## config.mk

```make
export PLATFORM = sky130hd
export DESIGN_NAME = name_escape_decoder_flat
export DESIGN_NICKNAME = d
export VERILOG_FILES = /design/src/rtl/core/ned_pkg.sv /design/src/rtl/core/ned_in_if.sv /design/src/rtl/core/ned_out_if.sv /design/src/rtl/core/ned_ram.sv /design/src/rtl/core/ned_ctrl.sv /design/src/rtl/core/ned_datapath.sv /design/src/rtl/core/name_escape_decoder.sv /design/src/flat_wrapper.sv
export SDC_FILE = /design/constraint.sdc
export NUM_CORES = 1
export LEC_CHECK = 0
export ABC_AREA = 1
export BUFFER_PORTS_ARGS = -buffer_cell sky130_fd_sc_hd__buf_2
export CAP_MARGIN = 20
export CORE_MARGIN = 3
export CORE_UTILIZATION = 40
export DETAILED_ROUTE_END_ITERATION = 10
export PLACE_DENSITY = 0.59
export RECOVER_POWER = 50
export SYNTH_ARGS = -nofsm -noshare
export SYNTH_HDL_FRONTEND = slang
export SYNTH_SLANG_ARGS = --single-unit
```

## constraint.sdc

```tcl
create_clock -name clk -period 4.3 [get_ports clk]
set_input_delay 0.645 -clock clk [delete_from_list [all_inputs] [get_ports clk]]
set_output_delay 0.645 -clock clk [all_outputs]
set_load 0.01 [all_outputs]
```

## src/rtl/core/ned_pkg.sv

```systemverilog
// ----------------------------------------------------------------------------
// ned_pkg
// Shared constants, types and character helpers of the name escape decoder.
// ----------------------------------------------------------------------------
`timescale 1ns / 1ps

package ned_pkg;

  // String buffer depth and the widths that follow from it
  localparam int MAX_LEN = 48;
  localparam int ADDR_W  = $clog2(MAX_LEN);
  // Length and read pointer: the pointer runs up to three past the string
  localparam int LEN_W   = $clog2(MAX_LEN + 4);

  localparam logic [7:0] CH_LF    = 8'h0A;
  localparam logic [7:0] CH_CR    = 8'h0D;
  localparam logic [7:0] CH_SPACE = 8'h20;
  localparam logic [7:0] CH_BANG  = 8'h21;
  localparam logic [7:0] CH_PCT   = 8'h25;
  localparam logic [7:0] CH_OPEN  = 8'h28;
  localparam logic [7:0] CH_CLOSE = 8'h29;
  localparam logic [7:0] CH_COMMA = 8'h2C;
  localparam logic [7:0] CH_DOT   = 8'h2E;
  localparam logic [7:0] CH_SLASH = 8'h2F;
  localparam logic [7:0] CH_AT    = 8'h40;
  localparam logic [7:0] CH_UA    = 8'h41;
  localparam logic [7:0] CH_UB    = 8'h42;
  localparam logic [7:0] CH_UH    = 8'h48;
  localparam logic [7:0] CH_UN    = 8'h4E;
  localparam logic [7:0] CH_UNDER = 8'h5F;
  localparam logic [7:0] CH_LA    = 8'h61;
  localparam logic [7:0] CH_LB    = 8'h62;

  typedef enum logic [3:0] {
    ST_LOAD,
    ST_PREP,
    ST_FILL0,
    ST_FILL1,
    ST_FILL2,
    ST_RUN,
    ST_ADV2,
    ST_ADV1,
    ST_SKIP,
    ST_SCAN,
    ST_EXP_A,
    ST_EXP_OPEN,
    ST_EXP_BODY,
    ST_COPY,
    ST_DONE
  } ned_state_t;

  // How far the window moves after a decoded byte
  typedef enum logic [1:0] {
    STEP_ONE,
    STEP_TWO,
    STEP_THREE
  } ned_step_t;

  // Outcome of one look-ahead step over a subtype tag
  typedef enum logic [1:0] {
    SCAN_MORE,
    SCAN_HIT,
    SCAN_MISS
  } ned_scan_t;

  // Source of the byte loaded into the output register
  typedef enum logic [2:0] {
    EM_COPY,
    EM_RUN,
    EM_A,
    EM_OPEN,
    EM_BODY,
    EM_CLOSE
  } ned_emit_t;

  typedef struct packed {
    logic      take;
    logic      start;
    logic      shift;
    logic      emit;
    ned_emit_t sel;
    logic      scan_begin;
    logic      scan_eval;
    logic      rewind;
    logic      clear;
  } ned_cmd_t;

  typedef struct packed {
    logic      got_last;
    logic      decode;
    logic      out_free;
    logic      more_dec;
    logic      more_copy;
    logic      cand;
    ned_step_t step;
    ned_scan_t scan;
    logic      exp_go;
    logic      at_close;
  } ned_stat_t;

  function automatic logic is_digit(input logic [7:0] c);
    return c inside {[8'h30:8'h39]};
  endfunction

  function automatic logic is_hex(input logic [7:0] c);
    return c inside {[8'h30:8'h39], [8'h41:8'h46], [8'h61:8'h66]};
  endfunction

  function automatic logic [3:0] hex_val(input logic [7:0] c);
    logic [7:0] t;
    if (c inside {[8'h30:8'h39]}) begin
      t = c - 8'h30;
    end else if (c inside {[8'h61:8'h66]}) begin
      t = c - 8'h57;
    end else if (c inside {[8'h41:8'h46]}) begin
      t = c - 8'h37;
    end else begin
      t = 8'h00;
    end
    return t[3:0];
  endfunction

endpackage

```

## src/rtl/core/ned_in_if.sv

```systemverilog
// ----------------------------------------------------------------------------
// ned_in_if
// Encoded byte stream: one string byte per transaction, last marks the end.
// ----------------------------------------------------------------------------
`timescale 1ns / 1ps

interface ned_in_if;
  logic       valid;
  logic       ready;
  logic [7:0] byte_in;
  logic       last_in;

  modport source (output valid, output byte_in, output last_in, input ready);
  modport sink   (input valid, input byte_in, input last_in, output ready);
endinterface

```

## src/rtl/core/ned_out_if.sv

```systemverilog
// ----------------------------------------------------------------------------
// ned_out_if
// Decoded byte stream: one name byte per transaction with end and overflow.
// ----------------------------------------------------------------------------
`timescale 1ns / 1ps

interface ned_out_if;
  logic       valid;
  logic       ready;
  logic [7:0] byte_out;
  logic       last_out;
  logic       overflow;

  modport source (output valid, output byte_out, output last_out, output overflow,
                  input ready);
  modport sink   (input valid, input byte_out, input last_out, input overflow,
                  output ready);
endinterface

```

## src/rtl/core/ned_ram.sv

```systemverilog
// ----------------------------------------------------------------------------
// ned_ram
// Simple dual-port RAM: one write port, one read port with registered data.
// ----------------------------------------------------------------------------
`timescale 1ns / 1ps

module ned_ram #(
  parameter int WIDTH = 8,
  parameter int DEPTH = 48
) (
  input  logic                     clk,
  input  logic                     we,
  input  logic [$clog2(DEPTH)-1:0] waddr,
  input  logic [WIDTH-1:0]         wdata,
  input  logic [$clog2(DEPTH)-1:0] raddr,
  output logic [WIDTH-1:0]         rdata
);

  logic [WIDTH-1:0] mem [DEPTH];

  always_ff @(posedge clk) begin
    if (we) begin
      mem[waddr] <= wdata;
    end
    rdata <= mem[raddr];
  end

endmodule

```

## src/rtl/core/ned_ctrl.sv

```systemverilog
// ----------------------------------------------------------------------------
// ned_ctrl
// Sequencer: load the string, walk the buffer and direct each output byte.
// ----------------------------------------------------------------------------
`timescale 1ns / 1ps

module ned_ctrl (
  input  logic                clk,
  input  logic                rst,
  input  ned_pkg::ned_stat_t  stat,
  output ned_pkg::ned_cmd_t   cmd
);

  ned_pkg::ned_state_t state;
  ned_pkg::ned_state_t state_next;

  always_ff @(posedge clk) begin
    if (rst) begin
      state <= ned_pkg::ST_LOAD;
    end else begin
      state <= state_next;
    end
  end

  always_comb begin
    state_next = state;
    case (state)
      ned_pkg::ST_LOAD: begin
        if (stat.got_last) state_next = ned_pkg::ST_PREP;
      end
      ned_pkg::ST_PREP:  state_next = ned_pkg::ST_FILL0;
      ned_pkg::ST_FILL0: state_next = ned_pkg::ST_FILL1;
      ned_pkg::ST_FILL1: state_next = ned_pkg::ST_FILL2;
      ned_pkg::ST_FILL2: begin
        if (!stat.decode) begin
          state_next = ned_pkg::ST_COPY;
        end else if (stat.exp_go) begin
          state_next = ned_pkg::ST_EXP_A;
        end else begin
          state_next = ned_pkg::ST_RUN;
        end
      end
      ned_pkg::ST_RUN: begin
        if (!stat.more_dec) begin
          state_next = ned_pkg::ST_DONE;
        end else if (stat.cand) begin
          state_next = ned_pkg::ST_SKIP;
        end else if (stat.out_free) begin
          case (stat.step)
            ned_pkg::STEP_TWO:   state_next = ned_pkg::ST_ADV1;
            ned_pkg::STEP_THREE: state_next = ned_pkg::ST_ADV2;
            default:             state_next = ned_pkg::ST_RUN;
          endcase
        end
      end
      ned_pkg::ST_ADV2: state_next = ned_pkg::ST_ADV1;
      ned_pkg::ST_ADV1: state_next = ned_pkg::ST_RUN;
      ned_pkg::ST_SKIP: state_next = ned_pkg::ST_SCAN;
      ned_pkg::ST_SCAN: begin
        if (stat.scan != ned_pkg::SCAN_MORE) state_next = ned_pkg::ST_FILL0;
      end
      ned_pkg::ST_EXP_A: begin
        if (stat.out_free) state_next = ned_pkg::ST_EXP_OPEN;
      end
      ned_pkg::ST_EXP_OPEN: begin
        if (stat.out_free) state_next = ned_pkg::ST_EXP_BODY;
      end
      ned_pkg::ST_EXP_BODY: begin
        if (stat.out_free && stat.at_close) state_next = ned_pkg::ST_RUN;
      end
      ned_pkg::ST_COPY: begin
        if (!stat.more_copy) state_next = ned_pkg::ST_DONE;
      end
      ned_pkg::ST_DONE: state_next = ned_pkg::ST_LOAD;
      default:          state_next = ned_pkg::ST_LOAD;
    endcase
  end

  always_comb begin
    cmd     = '0;
    cmd.sel = ned_pkg::EM_COPY;
    case (state)
      ned_pkg::ST_LOAD: cmd.take  = 1'b1;
      ned_pkg::ST_PREP: cmd.start = 1'b1;
      ned_pkg::ST_FILL0,
      ned_pkg::ST_FILL1,
      ned_pkg::ST_FILL2,
      ned_pkg::ST_ADV2,
      ned_pkg::ST_ADV1,
      ned_pkg::ST_SKIP: cmd.shift = 1'b1;
      ned_pkg::ST_RUN: begin
        if (stat.more_dec) begin
          if (stat.cand) begin
            cmd.scan_begin = 1'b1;
            cmd.shift      = 1'b1;
          end else if (stat.out_free) begin
            cmd.emit  = 1'b1;
            cmd.sel   = ned_pkg::EM_RUN;
            cmd.shift = 1'b1;
          end
        end
      end
      ned_pkg::ST_SCAN: begin
        cmd.scan_eval = 1'b1;
        if (stat.scan == ned_pkg::SCAN_MORE) begin
          cmd.shift = 1'b1;
        end else begin
          cmd.rewind = 1'b1;
        end
      end
      ned_pkg::ST_EXP_A: begin
        if (stat.out_free) begin
          cmd.emit  = 1'b1;
          cmd.sel   = ned_pkg::EM_A;
          cmd.shift = 1'b1;
        end
      end
      ned_pkg::ST_EXP_OPEN: begin
        if (stat.out_free) begin
          cmd.emit = 1'b1;
          cmd.sel  = ned_pkg::EM_OPEN;
        end
      end
      ned_pkg::ST_EXP_BODY: begin
        if (stat.out_free) begin
          cmd.emit  = 1'b1;
          cmd.sel   = stat.at_close ? ned_pkg::EM_CLOSE : ned_pkg::EM_BODY;
          cmd.shift = !stat.at_close;
        end
      end
      ned_pkg::ST_COPY: begin
        if (stat.more_copy && stat.out_free) begin
          cmd.emit  = 1'b1;
          cmd.sel   = ned_pkg::EM_COPY;
          cmd.shift = 1'b1;
        end
      end
      ned_pkg::ST_DONE: cmd.clear = 1'b1;
      default: cmd.take = 1'b0;
    endcase
  end

endmodule

```

## src/rtl/core/ned_datapath.sv

```systemverilog
// ----------------------------------------------------------------------------
// ned_datapath
// String buffer, three-byte read window, decode logic and output register.
// ----------------------------------------------------------------------------
`timescale 1ns / 1ps

module ned_datapath (
  input  logic               clk,
  input  logic               rst,
  input  ned_pkg::ned_cmd_t  cmd,
  output ned_pkg::ned_stat_t stat,
  input  logic               in_valid,
  input  logic [7:0]         in_byte,
  input  logic               in_last,
  output logic               out_valid,
  input  logic               out_ready,
  output logic [7:0]         out_byte,
  output logic               out_last,
  output logic               out_ovf
);

  localparam int LW = ned_pkg::LEN_W;

  // Load-side state
  logic [LW-1:0] wr_len;
  logic          ovf_seen;
  logic          brk_seen;
  logic [LW-1:0] last_brk;
  logic [7:0]    sig_hi;
  logic [7:0]    sig_lo;

  // Pass state
  logic          decode;
  logic          after_space;
  logic          force_copy;
  logic          exp_go;
  logic [LW-1:0] rd_ptr;
  logic [LW-1:0] rd_ptr_next;
  logic [7:0]    rdata;
  logic [7:0]    w0;
  logic [7:0]    w1;
  logic [7:0]    w2;
  logic [LW-1:0] mark;
  logic [LW-1:0] sc_end;
  logic          sc_phase;
  logic          seen1;
  logic          seen2;

  // Output register
  logic          ob_valid;
  logic [7:0]    ob_byte;
  logic          ob_last;
  logic          ob_ovf;

  logic          accept;
  logic          store;
  logic          has_sig;
  logic [LW-1:0] pos;
  logic [LW:0]   ptr_x;
  logic [LW:0]   lim_x;
  logic          v0, v1, v2, v3, v4, v5;
  logic [7:0]    dec_byte;
  ned_pkg::ned_step_t dec_step;
  logic          dec_last;
  ned_pkg::ned_scan_t scan;
  logic          sc_dig;
  logic          sc_n;
  logic [7:0]    em_byte;
  logic          em_last;
  logic          em_ovf;

  assign accept = cmd.take && in_valid;
  assign store  = accept && (wr_len < LW'(ned_pkg::MAX_LEN));

  ned_ram #(
    .WIDTH (8),
    .DEPTH (ned_pkg::MAX_LEN)
  ) u_buf (
    .clk   (clk),
    .we    (store),
    .waddr (wr_len[ned_pkg::ADDR_W-1:0]),
    .wdata (in_byte),
    .raddr (rd_ptr_next[ned_pkg::ADDR_W-1:0]),
    .rdata (rdata)
  );

  // Read address runs one step ahead so rdata always holds buf[rd_ptr]
  always_comb begin
    if (cmd.start) begin
      rd_ptr_next = '0;
    end else if (cmd.rewind) begin
      rd_ptr_next = mark;
    end else if (cmd.shift) begin
      rd_ptr_next = rd_ptr + LW'(1);
    end else begin
      rd_ptr_next = rd_ptr;
    end
  end

  // With a full window, w0 sits at pos and the pointer three bytes ahead
  assign pos   = rd_ptr - LW'(3);
  assign ptr_x = {1'b0, rd_ptr};
  assign lim_x = {1'b0, wr_len} + (LW+1)'(3);
  assign v0    = ptr_x < lim_x;
  assign v1    = (ptr_x + (LW+1)'(1)) < lim_x;
  assign v2    = (ptr_x + (LW+1)'(2)) < lim_x;
  assign v3    = (ptr_x + (LW+1)'(3)) < lim_x;
  assign v4    = (ptr_x + (LW+1)'(4)) < lim_x;
  assign v5    = (ptr_x + (LW+1)'(5)) < lim_x;

  always_comb begin
    has_sig = 1'b0;
    if (wr_len > LW'(2)) begin
      case (sig_hi)
        ned_pkg::CH_BANG:  has_sig = (sig_lo == ned_pkg::CH_LB) || (sig_lo == ned_pkg::CH_UB);
        ned_pkg::CH_SLASH: has_sig = (sig_lo == ned_pkg::CH_LA) || (sig_lo == ned_pkg::CH_UA);
        ned_pkg::CH_AT:    has_sig = (sig_lo == ned_pkg::CH_LA) || (sig_lo == ned_pkg::CH_UA)
                                  || (sig_lo == ned_pkg::CH_LB) || (sig_lo == ned_pkg::CH_UB);
        default:           has_sig = 1'b0;
      endcase
    end
  end

  // One decode step at pos
  always_comb begin
    dec_byte = w0;
    dec_step = ned_pkg::STEP_ONE;
    if (force_copy) begin
      dec_byte = w0;
    end else if (w0 == ned_pkg::CH_DOT && v1 && w1 == ned_pkg::CH_DOT) begin
      dec_byte = ned_pkg::CH_COMMA;
      dec_step = ned_pkg::STEP_TWO;
    end else if (w0 == ned_pkg::CH_UNDER) begin
      dec_byte = ned_pkg::CH_SPACE;
    end else if (w0 == ned_pkg::CH_PCT && v2 && ned_pkg::is_hex(w1)
                 && ned_pkg::is_hex(w2)) begin
      dec_byte = {ned_pkg::hex_val(w1), ned_pkg::hex_val(w2)};
      dec_step = ned_pkg::STEP_THREE;
    end
  end

  always_comb begin
    case (dec_step)
      ned_pkg::STEP_TWO:   dec_last = !v4;
      ned_pkg::STEP_THREE: dec_last = !v5;
      default:             dec_last = !v3;
    endcase
  end

  // Subtype look-ahead: digits, N, digits, then no line break to the end
  assign sc_dig = v0 && ned_pkg::is_digit(w0);
  assign sc_n   = v0 && (w0 == ned_pkg::CH_UN);

  always_comb begin
    if (!sc_phase) begin
      scan = (sc_dig || (seen1 && sc_n)) ? ned_pkg::SCAN_MORE : ned_pkg::SCAN_MISS;
    end else if (sc_dig) begin
      scan = ned_pkg::SCAN_MORE;
    end else if (seen2 && !(brk_seen && last_brk >= pos)) begin
      scan = ned_pkg::SCAN_HIT;
    end else begin
      scan = ned_pkg::SCAN_MISS;
    end
  end

  always_comb begin
    em_byte = w0;
    em_last = 1'b0;
    em_ovf  = 1'b0;
    case (cmd.sel)
      ned_pkg::EM_COPY: begin
        em_last = !v1;
        em_ovf  = ovf_seen;
      end
      ned_pkg::EM_RUN: begin
        em_byte = dec_byte;
        em_last = dec_last;
      end
      ned_pkg::EM_A:     em_byte = ned_pkg::CH_UA;
      ned_pkg::EM_OPEN:  em_byte = ned_pkg::CH_OPEN;
      ned_pkg::EM_BODY:  em_byte = w0;
      ned_pkg::EM_CLOSE: begin
        em_byte = ned_pkg::CH_CLOSE;
        em_last = !v2;
      end
      default: em_byte = w0;
    endcase
  end

  // Control state
  always_ff @(posedge clk) begin
    if (rst) begin
      wr_len      <= '0;
      ovf_seen    <= 1'b0;
      brk_seen    <= 1'b0;
      decode      <= 1'b0;
      after_space <= 1'b1;
      force_copy  <= 1'b0;
      exp_go      <= 1'b0;
      sc_phase    <= 1'b0;
      seen1       <= 1'b0;
      seen2       <= 1'b0;
      ob_valid    <= 1'b0;
    end else begin
      if (store) begin
        wr_len <= wr_len + LW'(1);
        if (in_byte == ned_pkg::CH_LF || in_byte == ned_pkg::CH_CR) brk_seen <= 1'b1;
      end else if (accept) begin
        ovf_seen <= 1'b1;
      end
      if (cmd.clear) begin
        wr_len   <= '0;
        ovf_seen <= 1'b0;
        brk_seen <= 1'b0;
      end
      if (cmd.start) begin
        decode      <= !ovf_seen && has_sig;
        after_space <= 1'b1;
        force_copy  <= 1'b0;
        exp_go      <= 1'b0;
      end
      if (cmd.scan_begin) begin
        sc_phase <= 1'b0;
        seen1    <= 1'b0;
        seen2    <= 1'b0;
      end
      if (cmd.scan_eval) begin
        if (!sc_phase) begin
          if (sc_dig) begin
            seen1 <= 1'b1;
          end else if (seen1 && sc_n) begin
            sc_phase <= 1'b1;
          end
        end else if (sc_dig) begin
          seen2 <= 1'b1;
        end
        if (scan == ned_pkg::SCAN_HIT)  exp_go     <= 1'b1;
        if (scan == ned_pkg::SCAN_MISS) force_copy <= 1'b1;
      end
      if (cmd.emit) begin
        if (cmd.sel == ned_pkg::EM_RUN) begin
          after_space <= (dec_byte == ned_pkg::CH_SPACE);
          force_copy  <= 1'b0;
        end
        if (cmd.sel == ned_pkg::EM_CLOSE) after_space <= 1'b0;
        if (cmd.sel == ned_pkg::EM_A)     exp_go      <= 1'b0;
      end
      if (cmd.emit) begin
        ob_valid <= 1'b1;
      end else if (out_ready) begin
        ob_valid <= 1'b0;
      end
    end
  end

  // Payload registers
  always_ff @(posedge clk) begin
    rd_ptr <= rd_ptr_next;
    if (store) begin
      sig_hi <= sig_lo;
      sig_lo <= in_byte;
      if (in_byte == ned_pkg::CH_LF || in_byte == ned_pkg::CH_CR) last_brk <= wr_len;
    end
    if (cmd.shift) begin
      w0 <= w1;
      w1 <= w2;
      w2 <= rdata;
    end
    if (cmd.scan_begin) mark <= pos;
    if (cmd.scan_eval && scan == ned_pkg::SCAN_HIT) sc_end <= pos;
    if (cmd.emit) begin
      ob_byte <= em_byte;
      ob_last <= em_last;
      ob_ovf  <= em_ovf;
    end
  end

  assign stat.got_last  = accept && in_last;
  assign stat.decode    = decode;
  assign stat.out_free  = !ob_valid || out_ready;
  assign stat.more_dec  = v2;
  assign stat.more_copy = v0;
  assign stat.cand      = !force_copy && after_space && v1
                          && (w0 == ned_pkg::CH_UA) && (w1 == ned_pkg::CH_UH);
  assign stat.step      = dec_step;
  assign stat.scan      = scan;
  assign stat.exp_go    = exp_go;
  assign stat.at_close  = (pos == sc_end);

  assign out_valid = ob_valid;
  assign out_byte  = ob_byte;
  assign out_last  = ob_last;
  assign out_ovf   = ob_ovf;

endmodule

```

## src/rtl/core/name_escape_decoder.sv

```systemverilog
// ----------------------------------------------------------------------------
// name_escape_decoder
// Collects one escaped name string a byte per transaction on enc and sends
// the decoded name a byte per transaction on dec. A string that ends in one
// of the signatures !b !B @b @B /a /A @a @A and is longer than two bytes
// loses the signature and is decoded: ".." gives a comma, "_" a space, "%hh"
// the byte it spells, and an "A" at the start or after a decoded space that
// is followed by H, digits, N and digits becomes "A(H..N..)" unless a line
// break follows the tag anywhere in the string. Any other string is sent
// unchanged. Bytes beyond 48 are dropped; such a string is sent undecoded
// with overflow high on every byte. last_out marks the final byte. enc is
// ready while a string loads and is held off while the buffer is walked.
// The walk opens with the prepare and fill steps that load the read window,
// then passes the string through the single read port of the string buffer
// at one byte per cycle while dec is not stalled; a decoded string skips its
// two signature bytes. A subtype tag is first checked by a look-ahead; if it
// expands, the walk rewinds to its A and refills the window, and a rejected
// tag is re-read likewise with its A sent unchanged. A stalled dec side holds
// the walk. After the last result the walk still passes the rest of the last
// escape and a done step before enc is ready again; that result may still
// wait in the output register while the next string loads.
// ----------------------------------------------------------------------------
`timescale 1ns / 1ps

module name_escape_decoder (
  input logic      clk,
  input logic      rst,
  ned_in_if.sink   enc,
  ned_out_if.source dec
);

  // Controller and datapath talk only through these two bundles
  ned_pkg::ned_cmd_t  cmd;
  ned_pkg::ned_stat_t stat;

  // Sequence load, buffer walk, look-ahead and emission
  ned_ctrl u_ctrl (
    .clk  (clk),
    .rst  (rst),
    .stat (stat),
    .cmd  (cmd)
  );

  // Hold the string, decode from the read window, drive the output register
  ned_datapath u_dp (
    .clk       (clk),
    .rst       (rst),
    .cmd       (cmd),
    .stat      (stat),
    .in_valid  (enc.valid),
    .in_byte   (enc.byte_in),
    .in_last   (enc.last_in),
    .out_valid (dec.valid),
    .out_ready (dec.ready),
    .out_byte  (dec.byte_out),
    .out_last  (dec.last_out),
    .out_ovf   (dec.overflow)
  );

  // Input is open only while a string is loading
  assign enc.ready = cmd.take;

endmodule

```

## src/flat_wrapper.sv

```systemverilog
// flat-port wrapper written by rule: the top's interface ports become plain ports
module name_escape_decoder_flat 
  (clk, rst, enc_valid, enc_byte_in, enc_last_in, enc_ready, dec_valid, dec_byte_out, dec_last_out, dec_overflow, dec_ready);
  ned_in_if enc_i ();
  ned_out_if dec_i ();
  input logic clk;
  input logic rst;
  input wire logic [$bits(enc_i.valid)-1:0] enc_valid;
  input wire logic [$bits(enc_i.byte_in)-1:0] enc_byte_in;
  input wire logic [$bits(enc_i.last_in)-1:0] enc_last_in;
  output wire logic [$bits(enc_i.ready)-1:0] enc_ready;
  output wire logic [$bits(dec_i.valid)-1:0] dec_valid;
  output wire logic [$bits(dec_i.byte_out)-1:0] dec_byte_out;
  output wire logic [$bits(dec_i.last_out)-1:0] dec_last_out;
  output wire logic [$bits(dec_i.overflow)-1:0] dec_overflow;
  input wire logic [$bits(dec_i.ready)-1:0] dec_ready;
  assign enc_i.valid = enc_valid;
  assign enc_i.byte_in = enc_byte_in;
  assign enc_i.last_in = enc_last_in;
  assign enc_ready = enc_i.ready;
  assign dec_valid = dec_i.valid;
  assign dec_byte_out = dec_i.byte_out;
  assign dec_last_out = dec_i.last_out;
  assign dec_overflow = dec_i.overflow;
  assign dec_i.ready = dec_ready;
  name_escape_decoder u_core (.clk(clk), .rst(rst), .enc(enc_i), .dec(dec_i));
endmodule
```

======== After elaboration in Yosys (flattened, before gate mapping) ========
Memory sizes are Yosys's and may differ from the RTL's. A register that Yosys moved wholly into a read port is not among the register bits.
Cells that the tools add are included.
word-level totals
  register bits ........................... 94
  ROM bits ................................ 0
  output and inout bits ................... 12
  RAM bits ................................ 384
  bits in latches ......................... 0
  memories ................................ 1
memory list
  name                   words  bits a word  rd ports  clocked after Yosys merged registers in  write ports  line           text
  u_core.u_dp.u_buf.mem  48     8            1         1                                        1            ned_ram.sv:19  logic [WIDTH-1:0] mem [DEPTH];
cells by class
  add/subtract/negate cells ............... 15
  multipliers ............................. 0
  shift-type cells ........................ 0
  multiplexer cells ....................... 89
  magnitude comparators ................... 23
  equal/unequal tests ..................... 47
  bitwise gates (word level) .............. 1
  reduce and logical (&&, ||, !) cells .... 57
  div/mod/pow operators ................... 0
operators by type and width
  cell                                                                              number
  4-bit 2-to-1 mux                                                                  19
  8-bit by 7-bit equality test with 1-bit output, second input constant             9
  4-bit case mux with 14 select lines                                               1
  8-bit by 6-bit equality test with 1-bit output, second input constant             6
  1-bit 2-to-1 mux                                                                  41
  7-bit < comparator                                                                5
  8-bit by 7-bit >= comparator with 1-bit output, second input constant             4
  8-bit by 7-bit less-or-equal comparator with 1-bit output, second input constant  4
  8-bit 2-to-1 mux                                                                  4
  8-bit case mux with 4 select lines                                                1
  4-bit equality test, second input constant                                        7
  1-bit logical AND                                                                 28
  8-bit by 6-bit >= comparator with 1-bit output, second input constant             3
  8-bit by 6-bit less-or-equal comparator with 1-bit output, second input constant  3
  6-bit 2-to-1 mux                                                                  4
  6-bit by 2-bit adder with 7-bit output, second input constant                     3
  5-bit 2-to-1 mux                                                                  4
  4-bit case mux with 5 select lines                                                1
  2-bit 2-to-1 mux                                                                  9
  4-bit by 3-bit equality test with 1-bit output, second input constant             4
  8-bit by 4-bit equality test with 1-bit output, second input constant             2
  4-bit by 3-bit subtractor with 4-bit output, second input constant                4
  6-bit by 3-bit adder with 7-bit output, second input constant                     2
  6-bit by 1-bit adder with 6-bit output, second input constant                     2
  other kinds (34)                                                                  62

======== Depth between registers and ports, before layout ========
Gate-level depths: netlist (run 1).
  depth in word-level cells ............... 15
  depth in mapped cells ................... 29

======== Hierarchy ========
Synthesis (run 1) repeated with hierarchy kept, for this count alone.
unflattened totals
  cells, all modules ...................... 2071
  area, all modules ....................... 22061.2 µm²
modules (own cells, without submodules)
  module        cells each  area an instance (µm²)  sequential area each (µm²)  instances
  ned_ram       1318        15832.7                 11691.2                     1
  ned_datapath  642         5650.4                  2482.4                      1
  ned_ctrl      111         578.1                   80.1                        1

======== Least setup slack after synthesis (run 1) ========
No wires, ideal clock.
  kind .................................... flip-flop to flip-flop
  from .................................... register u_core.u_dp.wr_len[0]
  to ...................................... register u_core.u_dp.u_buf.rdata[7], read port of u_core.u_dp.u_buf.mem
  arrival time ............................ 3.678 ns
  period minus slack after synthesis ...... 3.792 ns
  required time ........................... 4.186 ns
  stages on the path, launching flop included .. 28
  setup slack ............................. 0.508 ns
  path through ............................ dfxtp_1 -> inv_2 -> ha_1 -> or2_1 -> nor2_2 -> xor2_1 -> ha_1 -> a21oi_1 -> nor2_1 -> nor2_1 -> nand2_1 -> nand2_2 -> nand2_1 -> nor2_2 -> a21oi_2 -> nand3_2 -> buf_6 -> nand2_4 -> nand3_4 -> nand2_4 -> buf_6 -> buf_2 -> o211ai_1 -> o211ai_2 -> nand3_1 -> nand2_1 -> nand2_1 -> nand2_1
on the way
  cells in the longest elaborated chain, start to end .. 13
  elaborated cells between the ends (all ways) .. 26
ends and longest elaborated chain
  what                                           line                 text
  from (decl)                                    ned_datapath.sv:25   logic [LW-1:0] wr_len;
  from (signal assigned)                         ned_datapath.sv:206  wr_len <= wr_len + LW'(1);
  6-bit by 2-bit adder with 7-bit output *       ned_datapath.sv:103  assign lim_x = {1'b0, wr_len} + (LW+1)'(3);
  via u_core.u_dp.lim_x[0]                       ned_datapath.sv:60   logic [LW:0] lim_x;
  6-bit by 7-bit < comparator with 1-bit output  ned_datapath.sv:104  assign v0 = ptr_x < lim_x;
  1-bit logical AND                              ned_datapath.sv:152  assign sc_n = v0 && (w0 == ned_pkg::CH_UN);
  1-bit logical AND                              ned_datapath.sv:156  scan = (sc_dig || (seen1 && sc_n)) ? ned_pkg::SCAN_MORE : ned_pkg::SCAN_MISS;
  1-bit logical OR                               ned_datapath.sv:156
  2-bit 2-to-1 mux                               ned_datapath.sv:156
  2-bit 2-to-1 mux                               ned_datapath.sv:155  if (!sc_phase) begin
  2-bit logical NOT                              ned_ctrl.sv:105      if (stat.scan == ned_pkg::SCAN_MORE) begin
  1-bit 2-to-1 mux                               ned_ctrl.sv:105
  1-bit case mux with 6 select lines             ned_ctrl.sv:82       case (state)
  6-bit 2-to-1 mux                               ned_datapath.sv:93   end else if (cmd.shift) begin
  6-bit 2-to-1 mux *                             ned_datapath.sv:91   end else if (cmd.rewind) begin
  6-bit 2-to-1 mux *                             ned_datapath.sv:89   if (cmd.start) begin
  to (decl)                                      ned_ram.sv:16        output logic [WIDTH-1:0] rdata
The timed path passes the listed nets; every way through them passes the cells marked *.
A chain may end at the register's enable or synchronous reset.

======== Final worst setup path (run 1) ========
  from .................................... register u_core.u_dp.wr_len[1]
  to ...................................... register u_core.u_dp.u_buf.rdata[2], read port of u_core.u_dp.u_buf.mem
on the way
  cells in the longest elaborated chain, start to end .. 13
  elaborated cells between the ends (all ways) .. 26
ends and longest elaborated chain
  what                                           line
  6-bit by 2-bit adder with 7-bit output *       ned_datapath.sv:103
  6-bit by 7-bit < comparator with 1-bit output  ned_datapath.sv:104
  1-bit logical AND                              ned_datapath.sv:152
  1-bit logical AND                              ned_datapath.sv:156
  1-bit logical OR                               ned_datapath.sv:156
  2-bit 2-to-1 mux                               ned_datapath.sv:156
  2-bit 2-to-1 mux                               ned_datapath.sv:155
  2-bit logical NOT                              ned_ctrl.sv:105
  1-bit 2-to-1 mux                               ned_ctrl.sv:105
  1-bit case mux with 6 select lines             ned_ctrl.sv:82
  6-bit 2-to-1 mux                               ned_datapath.sv:93
  6-bit 2-to-1 mux *                             ned_datapath.sv:91
  6-bit 2-to-1 mux *                             ned_datapath.sv:89
Mark *: on every way between the ends. The rest lies on a longest branch, timed or not.

==> results of run 1 <==
==> cell usage after synthesis, types with 18 or more instances <==
master | instances | area [µm²]
nor2_1 | 134 | 503.0
nand3b_1 | 84 | 630.6
o21ai_1 | 20 | 100.1
o21ai_0 | 64 | 320.3
a21oi_1 | 46 | 230.2
nand3_1 | 362 | 1812
o211ai_1 | 55 | 412.9
buf_2 | 47 | 235.2
edfxtp_1 | 452 | 13570
dfxtp_1 | 34 | 680.7
inv_1 | 311 | 1167
ha_1 | 58 | 725.7
nand2_1 | 340 | 1276
clkbuf_1 | 18 | 67.56
==> layer usage <==
layer,track usage,wire length [µm]
met5,0,12
met4,0.07537,2267
met3,0.02999,4601
met2,0.3189,29120
met1,0.2754,27200
==> state kept, by name (all words and copies together), names as in the netlist, 4 cells and up <==
register                 cells
u_core.u_dp.sc_end           6
u_core.u_dp.last_brk         6
u_core.u_dp.w2               8
u_core.u_dp.wr_len           6
u_core.u_dp.out_byte         8
u_core.u_dp.rd_ptr           6
u_core.u_dp.w1               8
u_core.u_dp.u_buf.mem      384
u_core.u_dp.u_buf.rdata      8
u_core.u_dp.w0               8
u_core.u_dp.sig_lo           8
u_core.u_ctrl.state          4
u_core.u_dp.sig_hi           8
u_core.u_dp.mark             6
==> critical path, cell delays in order, from the launching register on <==
cell	delay, ps
dfxtp_1	360
inv_1	70
ha_1	190
or2_1	270
nor2_4	130
xor2_2	100
buf_4	180
ha_1	290
nand2_1	50
a21oi_1	110
nor2_1	50
nand2_1	70
o21ai_0	110
a21oi_2	280
nand4_1	190
nand3_4	160
buf_6	180
buf_12	160
nand2_4	120
o21ai_0	170
inv_1	50
o21ai_1	80
nand3_1	110
nand3_1	160
nand2_1	130
nand2_2	150
nand2_1	70
==> power breakdown <==
part / internal [mW] / total, mW / switching (mW)
sequential: 5.48 / 5.64 / 0.161
combinational: 1.76 / 5.52 / 3.76
clock: 2.51 / 4.38 / 1.87
==> path summary, 6_finish.rpt <==
kind	cells past startpoint	to	startpoint	slack, ps
min reg2reg	0	u_core.u_dp.w2[2]	u_core.u_dp.u_buf.rdata[2]	400
min	2	u_core.u_dp.seen1	rst	390
max reg2reg	26	u_core.u_dp.u_buf.rdata[2]	u_core.u_dp.wr_len[1]	220
max	26	u_core.u_dp.u_buf.rdata[2]	u_core.u_dp.wr_len[1]	220
==> stage by stage <==
step | total power, mW | util | instance area (µm²) | setup WS (ps) | cells
after floorplan | 9.087 | - | 22940 | 508.1 | 2193
final | 15.54 | 0.4594 | 26000 | 222.1 | 3044
after detailed placement | 10.75 | 0.4246 | 24040 | -51.30 | 2933
after global placement | 10.71 | 0.4246 | 24040 | 15.02 | 2933
after CTS | 15.13 | 0.4539 | 25690 | 5.394 | 3026
after global routing | 16.33 | 0.4594 | 26000 | -57.49 | 3044
==> kinds of logic after synthesis <==
logic type / after synthesis
and+or+nand+nor: 983
AOI/OAI and AO/OA: 223
DFF: 486
adders and majority gates: 58
buffers and inverters: 427
xor gates and xnor gates: 16
==> what timing repair did <==
| item | in CTS | in global routing |
|---|---|---|
| gates resized for setup | 1 | 28 |
| endpoints found under the setup margin | 5 | 10 |
| endpoints found under the hold margin | 0 | 0 |
| pin swaps | 0 | 5 |
| setup buffers | 0 | 9 |
| cloned | 0 | 8 |
==> layout make-up <==
type | count | area share
repair buffers | 99 | 0.03686
multi-input cells | 1281 | 0.2673
flip-flops and latches | 486 | 0.5482
inverters | 329 | 0.04768
clock inverters | 30 | 0.01078
clock buffers | 63 | 0.05283
well taps | 756 | 0.03637
==> impl_results.md, run 1 <==
- Remaining antenna violation count: 0
- Area growth, synth to finish: 13.34%
- Ys async rst share: 0
- CP arrival: 4580 ps
- Min Tclk post-route: 4078 ps
- Nets: 2320
- Syn Nets: 2264
- Crit end category: flip-flop
- Endpoints failing setup: 0
- Largest family of logic cells by synthesized area: simple AND/OR/NAND/NOR gates
- First-pass GRT wire length: 92.44 mm
- Hold Buf Count CTS: 0
- Routed WL: about 63 mm
- Drt wl/cell: 20.76 µm
- IO Pins: 25
- Status: finished, violations left
- Worst hold slack: 387.0 ps
- Worst vdd ir: 333.7 µV
- Die Wd: 245.5 µm
- Synth Area in Compound Gates: 0.05988
- Failing checks: max-capacitance violations, max-slew violations
- Setup crit start kind: flip-flop
- Core Region: 0.05660 mm²
- Vias in the first global route: 15670
- Commonest non-fill, non-tap cell in the layout: edfxtp_1
- Chip height: 245.5 µm
- DIE AREA: 0.06027 mm²
- Clk_lat worst skew: between 600 and 700 ps
- Synthesis-stage register bit count: ~490
- Post-synthesis mux area share: 0
- Setup Crit Path Kind: reg -> reg
- Top_reg_cell synth: edfxtp_1
- Layout fillers: 5312
- Layout Skew: 32.24 ps
- Fin. Hold Viols: 0
- Root buffer cell: clkbuf_16
- Post-Synth XOR/XNOR Area: 0.006108
- Slew Limit Fails: 280
- Share of cells above drive strength 1: 0.08916
- # port buffers: 24
- Most frequent cells in the layout: edfxtp_1, nand3_1, nand2_1
- Synth Warn #: 0
- Clock tree buffer depth: 3
- Placer congestion estimate: 0.8901
- Sequential Area: 0.01425 mm²
- Post-synth EDFFs: 452
- Max_slew headroom: -0.9285
- Slew @ Worst Pin: 2893 ps
- Period utilisation layout: 0.9483
- Adder-cell share of the synthesized area: 0.03163
- Post-synthesis cell area: ~0.023 mm²
- Critical Path RT: 4800 ps
- Htree depth: 2
- GRT Util Overall: 0.1994
- Sequential area share after synthesis: 0.6213
- Placement Rows: 87
- Via count: 16440
- Synth Instances: 2193
- Post-synth cell types: 50
- Clock sink total: 486
- Syn avg cell area: approximately 10 µm²
- Achievable Freq: between 200 and 250 MHz
- Leak Pwr: 10.31 nW
- Total gr overflow: 0
- Post-Synth Simple-Gate Area: 0.2015
- DR pass1 iterations: 5
- Number of buffers created by CTS: 52
- Ratio of routed vias to standard cells: 5.401
- Worst hold path type: in -> reg
- Initial antenna violation count: 1
- DR iter-0 viols: 1729
- Max Fanout on Critical Path: 12
- Pin count of the biggest net entering global routing: between 100 and 150
- Clock Pin Slew Worst Setup and Hold Paths: 60 ps
- DRC: 0
- Initial Util: 0.4053
- Hpwl dp: about 39 mm
- CTS tree: built
- Final setup TNS: 0 ps
- ANT cells: 0
- Multi-input gate area: 0.006952 mm²
- Pwr/cell area: 597.7 mW/mm²
- Total of max-cap violations: 6
Power figures use the tool's default switching activity.
==> run 2, diff against run 1 <==
Settings changed: CORE_UTILIZATION 40 to 30, PLACE_DENSITY 0.59 to 0.48.
==> impl_results.md, run 2 (synthesis gave the netlist of run 1 again) <==
- Final Core Density: 0.3554
- Design area: 0.02668 mm²
- Routed WL: 70.05 mm
- Crit end category: flip-flop
- Chip height: 282.5 µm
- Pin count of the biggest net entering global routing: between 60 and 70
- Min Tclk post-route: 4083 ps
- Largest register FFs: 384
- Hpwl dp: 42.88 mm
- Htree depth: 2
- # port buffers: 24
- Initial Util: 0.3056
- CP arrival: 4570 ps
- Hold Buf Count CTS: 0
- Total of max-cap violations: 8
- Clk_lat worst skew: slightly above 600 ps
- CTS tree: built
- Endpoints failing setup: 0
- Root buffer cell: clkbuf_16
- Nets: 2342
- Worst hold path type: in -> reg
- Achievable Freq: 244.9 MHz
- DRC: 0
- Critical path's largest stage delay: around 350 ps
- IO Pins: 25
- Max_slew headroom: -0.9267
- Vias in the first global route: 15860
- Setup Crit Path Kind: reg -> reg
- Clock sink total: 486
- Clock tree buffer depth: 3
- Worst path most repeated cell: nand2_1
- Max Fanout on Critical Path: 24
- Placer congestion estimate: 0.8700
- Most frequent cells in the layout: edfxtp_1, nand3_1, nand2_1
- First-pass GRT wire length: slightly above 100 mm
- DIE AREA: 0.07983 mm²
- Slew @ Worst Pin: around 2900 ps
- Fin. Hold Viols: 0
- Core Region: 0.07507 mm²
- Setup crit start kind: flip-flop
- Area growth, synth to finish: 16.28%
- GRT Util Overall: 0.1675
- Failing checks: max-capacitance violations, max-slew violations
- Reg with most FFs: u_core.u_dp.u_buf.mem
- Number of buffers created by CTS: 53
- Initial antenna violation count: 0
- Leak Pwr: 10.46 nW
- Placed cell areas: 0.02446 mm²
- Ratio of routed vias to standard cells: 5.059
- Remaining antenna violation count: 0
- Worst vdd ir: 338.7 µV
- Layout Skew: ~29 ps
- Period utilisation layout: 0.9495
- Power, Total: 16.05 mW
- Die Wd: about 280 µm
- Drt wl/cell: 21.33 µm
- Status: finished, violations left
- Critical Path RT: 4790 ps
- DR pass1 iterations: 5
- Total gr overflow: 0
- Placement Rows: 100
- Crit-path slowest cell: dfxtp_2
- Slew Limit Fails: 319
- ANT cells: 0
- Clock Pin Slew Worst Setup and Hold Paths: 60 ps
- Worst hold slack: 375.9 ps
- Share of cells above drive strength 1: 0.09244
- Layout fillers: between 7000 and 8000
- DR iter-0 viols: 1360
- Commonest non-fill, non-tap cell in the layout: edfxtp_1
- Pwr/cell area: ~600 mW/mm²
- Via count: ~17000
-- run 2: cell types whose count changed in the layout (fill, tap and decap cells not counted), moves of 6 or more --
cell	before	now
buf_2	19	5
buf_4	38	48
clkbuf_1	27	49
nand2_1	334	340
nand2_2	10	4
nand3_1	359	349
nand3_2	4	13
-- run 2: report_power, final --
part	switching, mW	leakage, nW	internal (mW)	total (mW)
clock network	1.91	0.846	2.65	4.56
registers	0.201	4.36	5.49	5.69
logic	3.85	5.26	1.95	5.80
-- run 2: cell type report --
type / instances / area [µm²] / area share
timing repair buffer: 120 / 1234 / 0.04624
sequential: 486 / 14260 / 0.5344
multi-input combinational: 1281 / 6998 / 0.2623
clock buffer: 73 / 1441 / 0.05403
clock inverter: 26 / 294.0 / 0.01102
tap: 969 / 1212 / 0.04545
inverter: 329 / 1242 / 0.04657
-- run 2: final timing paths --
check,start,end,slack [ps],cells past startpoint
setup reg to reg,u_core.u_dp.wr_len[0],u_core.u_dp.u_buf.rdata[7],220,28
setup / recovery,u_core.u_dp.wr_len[0],u_core.u_dp.u_buf.rdata[7],220,28
hold reg to reg,u_core.u_dp.sig_lo[5],u_core.u_dp.sig_hi[5],420,0
hold / removal,rst,u_core.u_dp.seen2,380,2
-- run 2: layer usage --
layer / wire length (µm) / share of wire / vias to the layer above / track usage
li1: - / - / 7763 / -
met1: 31550 / 0.45 / 8200 / 0.2328
met2: 32330 / 0.46 / 555 / 0.2716
met3: 4359 / 0.062 / 97 / 0.02294
met4: 1810 / 0.026 / 0 / 0.05263
met5: 0 / 0 / - / 0
-- run 2: per-stage QoR --
stage / worst slack (ps) / TNS, ps / std cells
floorplan: 508.1 / 0 / 2193
global placement: -66.65 / -265.5 / 3158
detailed placement: -59.43 / -87.33 / 3158
CTS: 4.686 / 0 / 3263
global route: -11.73 / -15.74 / 3284
finish: 217.0 / 0 / 3284
-- run 2: worst max-delay path, delay by kind of cell (launching register included) --
kind / cells / cell delay [ps]
xor gates and xnor gates: 1 / 160
buffers and inverters: 7 / 890
adders and majority gates: 2 / 440
and+or+nand+nor: 15 / 1740
DFF: 1 / 350
AOI/OAI and AO/OA: 3 / 360
-- run 2: what timing repair did --
item                                    in CTS  in global routing
setup buffers                                4                 12
cloned                                       2                  9
gates resized for setup                      2                 37
endpoints found under the setup margin       4                  8
pin swaps                                    2                  5
